==> src/hw/rtl/assert_macros.svh <==
// Assertion macros for the RTL modules.
`ifndef ASSERT_MACROS_SVH
`define ASSERT_MACROS_SVH
`ifndef SYNTHESIS
`define ASSERT_ALWAYS(label, clk, rst, expr) \
  label: assert property (@(posedge clk) disable iff (rst) (expr)) \
    else $error("assertion failed");
`define ASSERT_IMPLIES(label, clk, rst, ante, cons) \
  label: assert property (@(posedge clk) disable iff (rst) (ante) |-> (cons)) \
    else $error("assertion failed");
`define ASSERT_NEXT(label, clk, rst, ante, cons) \
  label: assert property (@(posedge clk) disable iff (rst) (ante) |=> (cons)) \
    else $error("assertion failed");
`else
`define ASSERT_ALWAYS(label, clk, rst, expr)
`define ASSERT_IMPLIES(label, clk, rst, ante, cons)
`define ASSERT_NEXT(label, clk, rst, ante, cons)
`endif
`endif

==> src/hw/rtl/wss_pkg.sv <==
// Constants and codes for the weighted slot selector.
package wss_pkg;
  localparam int MAX_ENTRIES = 16;
  localparam int IDX_W       = $clog2(MAX_ENTRIES);
  localparam int CNT_W       = $clog2(MAX_ENTRIES + 1);
  localparam int WORD_W      = 64;
  localparam int DIV_W       = $clog2(WORD_W);
  localparam int SLOT_SHIFT  = 32;
  localparam int IN_DATA_W   = 200;
  localparam int OUT_DATA_W  = 8;

  localparam logic FUNC_WRITE  = 1'b0;
  localparam logic FUNC_SELECT = 1'b1;

  localparam logic [1:0] ST_OK    = 2'd0;
  localparam logic [1:0] ST_EMPTY = 2'd1;
  localparam logic [1:0] ST_ZERO  = 2'd2;
endpackage

==> src/hw/rtl/weighted_slot_selector.sv <==
// Weighted roulette selector over a table of sixteen 64-bit weights.
// A write word stores its weight, updates the running total and then loads the result register.
// A select word sums the participating entries from the weight RAM, then runs restoring
// division for slot modulo sum, then walks the entries, and last loads the result register.
// A select with no entries goes straight to the result, and one with a zero total stops
// after the sum. The weight RAM gives a single read per cycle and the divider one bit per cycle.
// One word is processed at a time. The next word can be taken in the cycle after the result
// register is loaded, and the result register lets it in while a result waits. Reset clears the
// table through per-entry valid bits, so there is no clearing pass.
`include "assert_macros.svh"

module weighted_slot_selector (
  input  logic                           clk,
  input  logic                           rst,
  input  logic                           cfg_wen,
  input  logic [wss_pkg::CNT_W-1:0]      cfg_wdata,   // entry_count
  input  logic                           s_tvalid,
  output logic                           s_tready,
  // index[3:0], weight[67:4], epoch[131:68], height[195:132], zero fill
  input  logic [wss_pkg::IN_DATA_W-1:0]  s_tdata,
  input  logic                           s_tuser,     // func
  output logic                           m_tvalid,
  input  logic                           m_tready,
  // chosen[3:0], status[5:4], zero fill
  output logic [wss_pkg::OUT_DATA_W-1:0] m_tdata
);

  localparam logic [2:0] S_IDLE = 3'd0;
  localparam logic [2:0] S_WR   = 3'd1;
  localparam logic [2:0] S_SUM  = 3'd2;
  localparam logic [2:0] S_DIV  = 3'd3;
  localparam logic [2:0] S_WALK = 3'd4;
  localparam logic [2:0] S_DONE = 3'd5;

  localparam int W  = wss_pkg::WORD_W;
  localparam int IW = wss_pkg::IDX_W;
  localparam int CW = wss_pkg::CNT_W;

  logic [2:0]    state;
  logic [CW-1:0] entry_count;
  logic [CW-1:0] n;
  logic [CW-1:0] cnt;
  logic          dv;
  logic [IW-1:0] didx;
  logic          found;
  logic [IW-1:0] pick;
  logic [W-1:0]  rem;
  logic [W-1:0]  sum;
  logic [W-1:0]  operand;
  logic [IW-1:0] wr_idx;
  logic [wss_pkg::DIV_W-1:0] bitcnt;
  logic [W-1:0]  weight_total;
  logic [IW-1:0] res_chosen;
  logic [1:0]    res_status;

  logic [W-1:0]  mem [wss_pkg::MAX_ENTRIES];
  logic [wss_pkg::MAX_ENTRIES-1:0] valid;
  logic [W-1:0]  rdata;
  logic          rvld;

  logic [IW-1:0] raddr;
  logic [W-1:0]  rword;
  logic          wr_en;
  logic [CW-1:0] cfg_sat;
  logic [W:0]    rem_sh;
  logic [W:0]    rem_diff;
  logic          out_free;

  logic [IW-1:0] in_index;
  logic [W-1:0]  in_weight;
  logic [W-1:0]  in_epoch;
  logic [W-1:0]  in_height;

  assign in_index  = s_tdata[IW-1:0];
  assign in_weight = s_tdata[IW +: W];
  assign in_epoch  = s_tdata[IW+W +: W];
  assign in_height = s_tdata[IW+2*W +: W];

  assign s_tready = (state == S_IDLE);
  assign out_free = !m_tvalid || m_tready;
  assign wr_en    = (state == S_WR);
  assign raddr    = (state == S_IDLE) ? in_index : cnt[IW-1:0];
  assign rword    = rvld ? rdata : '0;
  assign cfg_sat  = (entry_count > CW'(wss_pkg::MAX_ENTRIES)) ?
                    CW'(wss_pkg::MAX_ENTRIES) : entry_count;
  assign rem_sh   = {rem, operand[W-1]};
  assign rem_diff = rem_sh - {1'b0, sum};

  // weight RAM, one read and one write port, registered read
  always_ff @(posedge clk) begin
    if (wr_en) begin
      mem[wr_idx] <= operand;
    end
    rdata <= mem[raddr];
  end

  always_ff @(posedge clk) begin
    if (rst) begin
      valid <= '0;
      rvld  <= 1'b0;
    end else begin
      if (wr_en) begin
        valid[wr_idx] <= 1'b1;
      end
      rvld <= valid[raddr];
    end
  end

  always_ff @(posedge clk) begin
    if (rst) begin
      entry_count <= '0;
    end else if (cfg_wen) begin
      entry_count <= cfg_wdata;
    end
  end

  always_ff @(posedge clk) begin
    if (rst) begin
      state        <= S_IDLE;
      m_tvalid     <= 1'b0;
      dv           <= 1'b0;
      found        <= 1'b0;
      weight_total <= '0;
    end else begin
      if (state == S_DONE && out_free) begin
        m_tvalid <= 1'b1;
      end else if (m_tready) begin
        m_tvalid <= 1'b0;
      end
      unique case (state)
        S_IDLE: begin
          if (s_tvalid) begin
            n      <= cfg_sat;
            wr_idx <= in_index;
            if (s_tuser == wss_pkg::FUNC_WRITE) begin
              operand <= in_weight;
              state   <= S_WR;
            end else if (cfg_sat == '0) begin
              res_chosen <= '0;
              res_status <= wss_pkg::ST_EMPTY;
              state      <= S_DONE;
            end else begin
              operand <= (in_epoch << wss_pkg::SLOT_SHIFT) ^ in_height;
              cnt     <= '0;
              dv      <= 1'b0;
              sum     <= '0;
              state   <= S_SUM;
            end
          end
        end
        S_WR: begin
          // old weight arrives from the RAM this cycle
          weight_total <= weight_total - rword + operand;
          res_chosen   <= '0;
          res_status   <= wss_pkg::ST_OK;
          state        <= S_DONE;
        end
        S_SUM: begin
          dv   <= (cnt < n);
          didx <= cnt[IW-1:0];
          if (cnt < n) begin
            cnt <= cnt + CW'(1);
          end
          if (dv) begin
            sum <= sum + rword;
          end
          if (cnt == n && !dv) begin
            if (sum == '0) begin
              res_chosen <= '0;
              res_status <= wss_pkg::ST_ZERO;
              state      <= S_DONE;
            end else begin
              rem    <= '0;
              bitcnt <= '0;
              state  <= S_DIV;
            end
          end
        end
        S_DIV: begin
          // restoring division, one slot bit per cycle, most significant first
          operand <= {operand[W-2:0], 1'b0};
          if (!rem_diff[W]) begin
            rem <= rem_diff[W-1:0];
          end else begin
            rem <= rem_sh[W-1:0];
          end
          bitcnt <= bitcnt + wss_pkg::DIV_W'(1);
          if (bitcnt == wss_pkg::DIV_W'(W - 1)) begin
            cnt   <= '0;
            dv    <= 1'b0;
            found <= 1'b0;
            state <= S_WALK;
          end
        end
        S_WALK: begin
          dv   <= (cnt < n);
          didx <= cnt[IW-1:0];
          if (cnt < n) begin
            cnt <= cnt + CW'(1);
          end
          if (dv && !found) begin
            if (rem < rword) begin
              found <= 1'b1;
              pick  <= didx;
            end else begin
              rem <= rem - rword;
            end
          end
          if (cnt == n && !dv) begin
            // no hit falls back to the last participating entry
            res_chosen <= found ? pick : IW'(n - CW'(1));
            res_status <= wss_pkg::ST_OK;
            state      <= S_DONE;
          end
        end
        S_DONE: begin
          if (out_free) begin
            m_tdata  <= {{(wss_pkg::OUT_DATA_W - IW - 2){1'b0}}, res_status, res_chosen};
            state    <= S_IDLE;
          end
        end
        default: begin
          state <= S_IDLE;
        end
      endcase
    end
  end

  `ASSERT_ALWAYS(a_rem_below_sum, clk, rst, state != S_DIV || rem < sum)
  `ASSERT_ALWAYS(a_walk_count, clk, rst, (state != S_WALK && state != S_SUM) || cnt <= n)
  `ASSERT_NEXT(a_accept_leaves_idle, clk, rst, s_tvalid && s_tready, state != S_IDLE)
  `ASSERT_IMPLIES(a_zero_status_sum, clk, rst, state == S_DONE && res_status == wss_pkg::ST_ZERO, sum == '0)

endmodule
==> config.mk <==
export PLATFORM = sky130hd
export DESIGN_NAME = weighted_slot_selector
export DESIGN_NICKNAME = d
export VERILOG_FILES = /design/src/hw/rtl/wss_pkg.sv /design/src/hw/rtl/weighted_slot_selector.sv
export VERILOG_INCLUDE_DIRS = /design/src /design/src/hw/rtl
export SDC_FILE = /design/constraint.sdc
export NUM_CORES = 2
export LEC_CHECK = 0
export ABC_AREA = 1
export BUFFER_PORTS_ARGS = -buffer_cell sky130_fd_sc_hd__buf_2
export CAP_MARGIN = 10
export CORE_MARGIN = 5
export CORE_UTILIZATION = 45
export DETAILED_ROUTE_END_ITERATION = 7
export PLACE_DENSITY_LB_ADDON = 0.12
export SLEW_MARGIN = 20
export SYNTH_ARGS = -nofsm -noshare
export SYNTH_HDL_FRONTEND = slang
export SYNTH_SLANG_ARGS = --single-unit
==> constraint.sdc <==
create_clock -name clk -period 10.1 [get_ports clk]
set_clock_uncertainty 0.05 [all_clocks]
set_input_delay 1.01 -clock clk [delete_from_list [all_inputs] [get_ports clk]]
set_output_delay 1.01 -clock clk [all_outputs]
set_load 0.05 [all_outputs]
==> reports/metrics.yaml <==
clk_path_buf_depth: 3
ctsHoldBuffers: 0
syn_inst: 7580
met1Wirelength_um: 98840
critPathSlowestCell: "buf_4"
dr_wl_met2_um: 112000
grt_pass1_vias: 52350
crit_chain: "buf_4, buf_4, nand2_1, ha_1, nand3_1, nand2_1, nand2_1, nand2_1, nand2_1, nand2_1, nand2_1, nand2_1, nand2_1, nand2_1, nor2_1, nor3_2, buf_4"
initial_core_util: 0.4514
grt_setup_unrepaired: "false"
grt_usage: 0.2804
peakVddDrop_mv: 0.3072
endpoint: "rem[17]"
final_common_cell: "nand2_1"
tightest_slew_ns: 1.108
dieArea_sq_um: 162100
critPathMaxFanout: 64
syn2layout_area_growth_pct: 10.91
finalCritPeriodShare: 0.4868
synth_area_sq_um: 69380
dp_hpwl_um: 159200
num_antenna_cells: 0
top_layer_used: "met4"
clock-sinks: 1348
num_vias: 54680
fin_tns_setup_ns: 0
cts-root-buf: "clkbuf_16"
leakage_nw: 30.11
ioPinCount: 221
maxSlewHeadroom: 0.2614
synth-seq-cells: 1348
r2r_start: "rvld"
wl_per_cell_um: 23.76
grt_max_degree: 168
firstDrtPassIters: 6
post-route-min-period_ns: 4.916
portBuffers: 182
cp-startpoint: "rvld"
grt-ovfl-total: 0
rows: 144
cp.arrival_ns: 5.26
cts_resized: 0
grt_antenna_before_repair: 1
ys_seq_area_frac: 0.5702
finalWirelength_um: 233900
p_total_mw: 23.09
syn_area_per_cell_sq_um: 9.153
synth_edf_count: 1256
r2r_slack_ns: 5.18
pwr_density_cell_nw_per_um2: 300.1
cp-start-kind: "register"
maxCapViolCount: 0
outcome: "finished, final reports clean"
ff2ff_path_depth: 17
die_width_um: 402.7
ant_nets: 0
hold_class: "reg2reg"
setup_viol: 0
drt_first_iter_violations: 4650
vias_per_cell: 5.554
cp_common_cell: "nand2_1"
rr_endpoint: "rem[17]"
fmax_mhz: 203.4
slowest_delay_ns: 0.65
htree_levels: 4
drc: 0
place_congestion: 0.9987
layout-drive-gt1-share: 0.06833
final_core_util: 0.5007
final_cell_mix: "1574 x nand2_1, 1256 x edfxtp_1, 1092 x nor2_1"
criticalPathCategory: "reg2reg"
async_flop_share: 0
insertion_delay_ns: 0.78
nNetsFinal: 8095
hold_violations: 0
end_kind: "register"
grt_pass1_wl_um: 339500
numCtsBuffers: 142
fp.dieH_um: 402.7
yosys_most_used_dff: "edfxtp_1"
wl_met3_um: 11860
slew_violations: 0
cts_setup_buffers: 0
yosysUniqueCellTypes: 50
yosysWarningCount: 0
core_area_sq_um: 153700
path_clk_slew_ns: 0.06
worstPathRequired_ns: 10.44
cts_tree: "yes"
==> worst max-delay path: cells and delay by family (launching register included) <==
| family | cells | cell delay [ns] |
|---|---|---|
| buffers and inverters | 3 | 1.57 |
| adder cells (fa/ha/maj) | 1 | 0.41 |
| AND/OR/NAND/NOR | 13 | 1.84 |
| flip-flops | 1 | 0.48 |
==> power breakdown <==
group          switching, mW  leakage, nW  internal, mW
combinational           7.28         15.7          2.82
sequential             0.786         12.2          7.09
clock                   2.24         2.23          2.89
total                   10.3         30.1          12.8
==> metrics by stage <==
step | setup WS [ns] | hold WS, ns | area (sq um) | cells
2_1_floorplan | 2.842 | 0.3503 | 69380 | 7581
3_3_place_gp | 5.330 | 0.3514 | 72360 | 9581
3_5_place_dp | 5.281 | 0.3562 | 72360 | 9581
4_1_cts | 5.287 | 0.3264 | 76940 | 9844
5_1_grt | 5.039 | 0.3475 | 76950 | 9844
6_report | 5.184 | 0.3617 | 76950 | 9844
==> sequential cells by signal, summed over array words and instances (netlist names), 6 cells and up <==
register and cells:
mem 1024, operand 64, rdata 64, rem 64, sum 64, valid 16
bitcnt 6, m_tdata 6
==> worst min-delay path by stage <==
stage	depth (start not counted)	to	startpoint	slack, ns
2_1_floorplan	0	m_tdata[0]	res_chosen[0]	0.35
3_3_place_gp	0	m_tdata[5]	res_status[1]	0.35
3_5_place_dp	0	pick[2]	didx[2]	0.36
4_1_cts	1	wr_idx[1]	s_tdata[1]	0.33
5_1_grt	1	wr_idx[1]	s_tdata[1]	0.35
6_report	0	pick[1]	didx[1]	0.36
==> logic make-up (layout without fill, tap and decap cells) <==
logic type               count (synthesis)  count (layout)  synth area share
AO/OA/AOI/OAI                         1529            1529            0.1281
XOR/XNOR                                63              63          0.007953
adder cells (fa/ha/maj)                203             203           0.03693
buffers and inverters                 1176            1395           0.06595
flip-flops                            1348            1348            0.5702
other                                    1               2        0.00005405
AND/OR/NAND/NOR                       3260            3260            0.1909
==> Yosys cell counts, types with 46 or more instances <==
library cell	instances	area, sq um
dfxtp_1	92	1842
nand3_1	380	1902
inv_1	871	3269
o221ai_1	196	1717
xnor2_1	56	490.5
clkbuf_1	217	814.5
buf_2	46	230.2
edfxtp_1	1256	37720
o211ai_1	65	488.0
nor2_1	1111	4170
a21oi_1	325	1627
ha_1	200	2502
nand2_1	1574	5908
o22ai_1	60	375.4
o21ai_0	760	3804
==> layout make-up <==
cell class	instances	area [sq um]
Clock buffer	198	3934
Clock inverter	65	644.4
Timing Repair Buffer	250	1461
Tap cell	2044	2557
Multi-Input combinational cell	5057	25450
Sequential cell	1348	39560
Inverter	882	3341
Fill cell	14420	76740
==> per-layer routing <==
metal	track usage	vias to the layer above
li1	-	26220
met1	0.3700	26280
met2	0.4716	1746
met3	0.02956	424
met4	0.1223	0
met5	0	-
(Power assumes the default switching activity.)
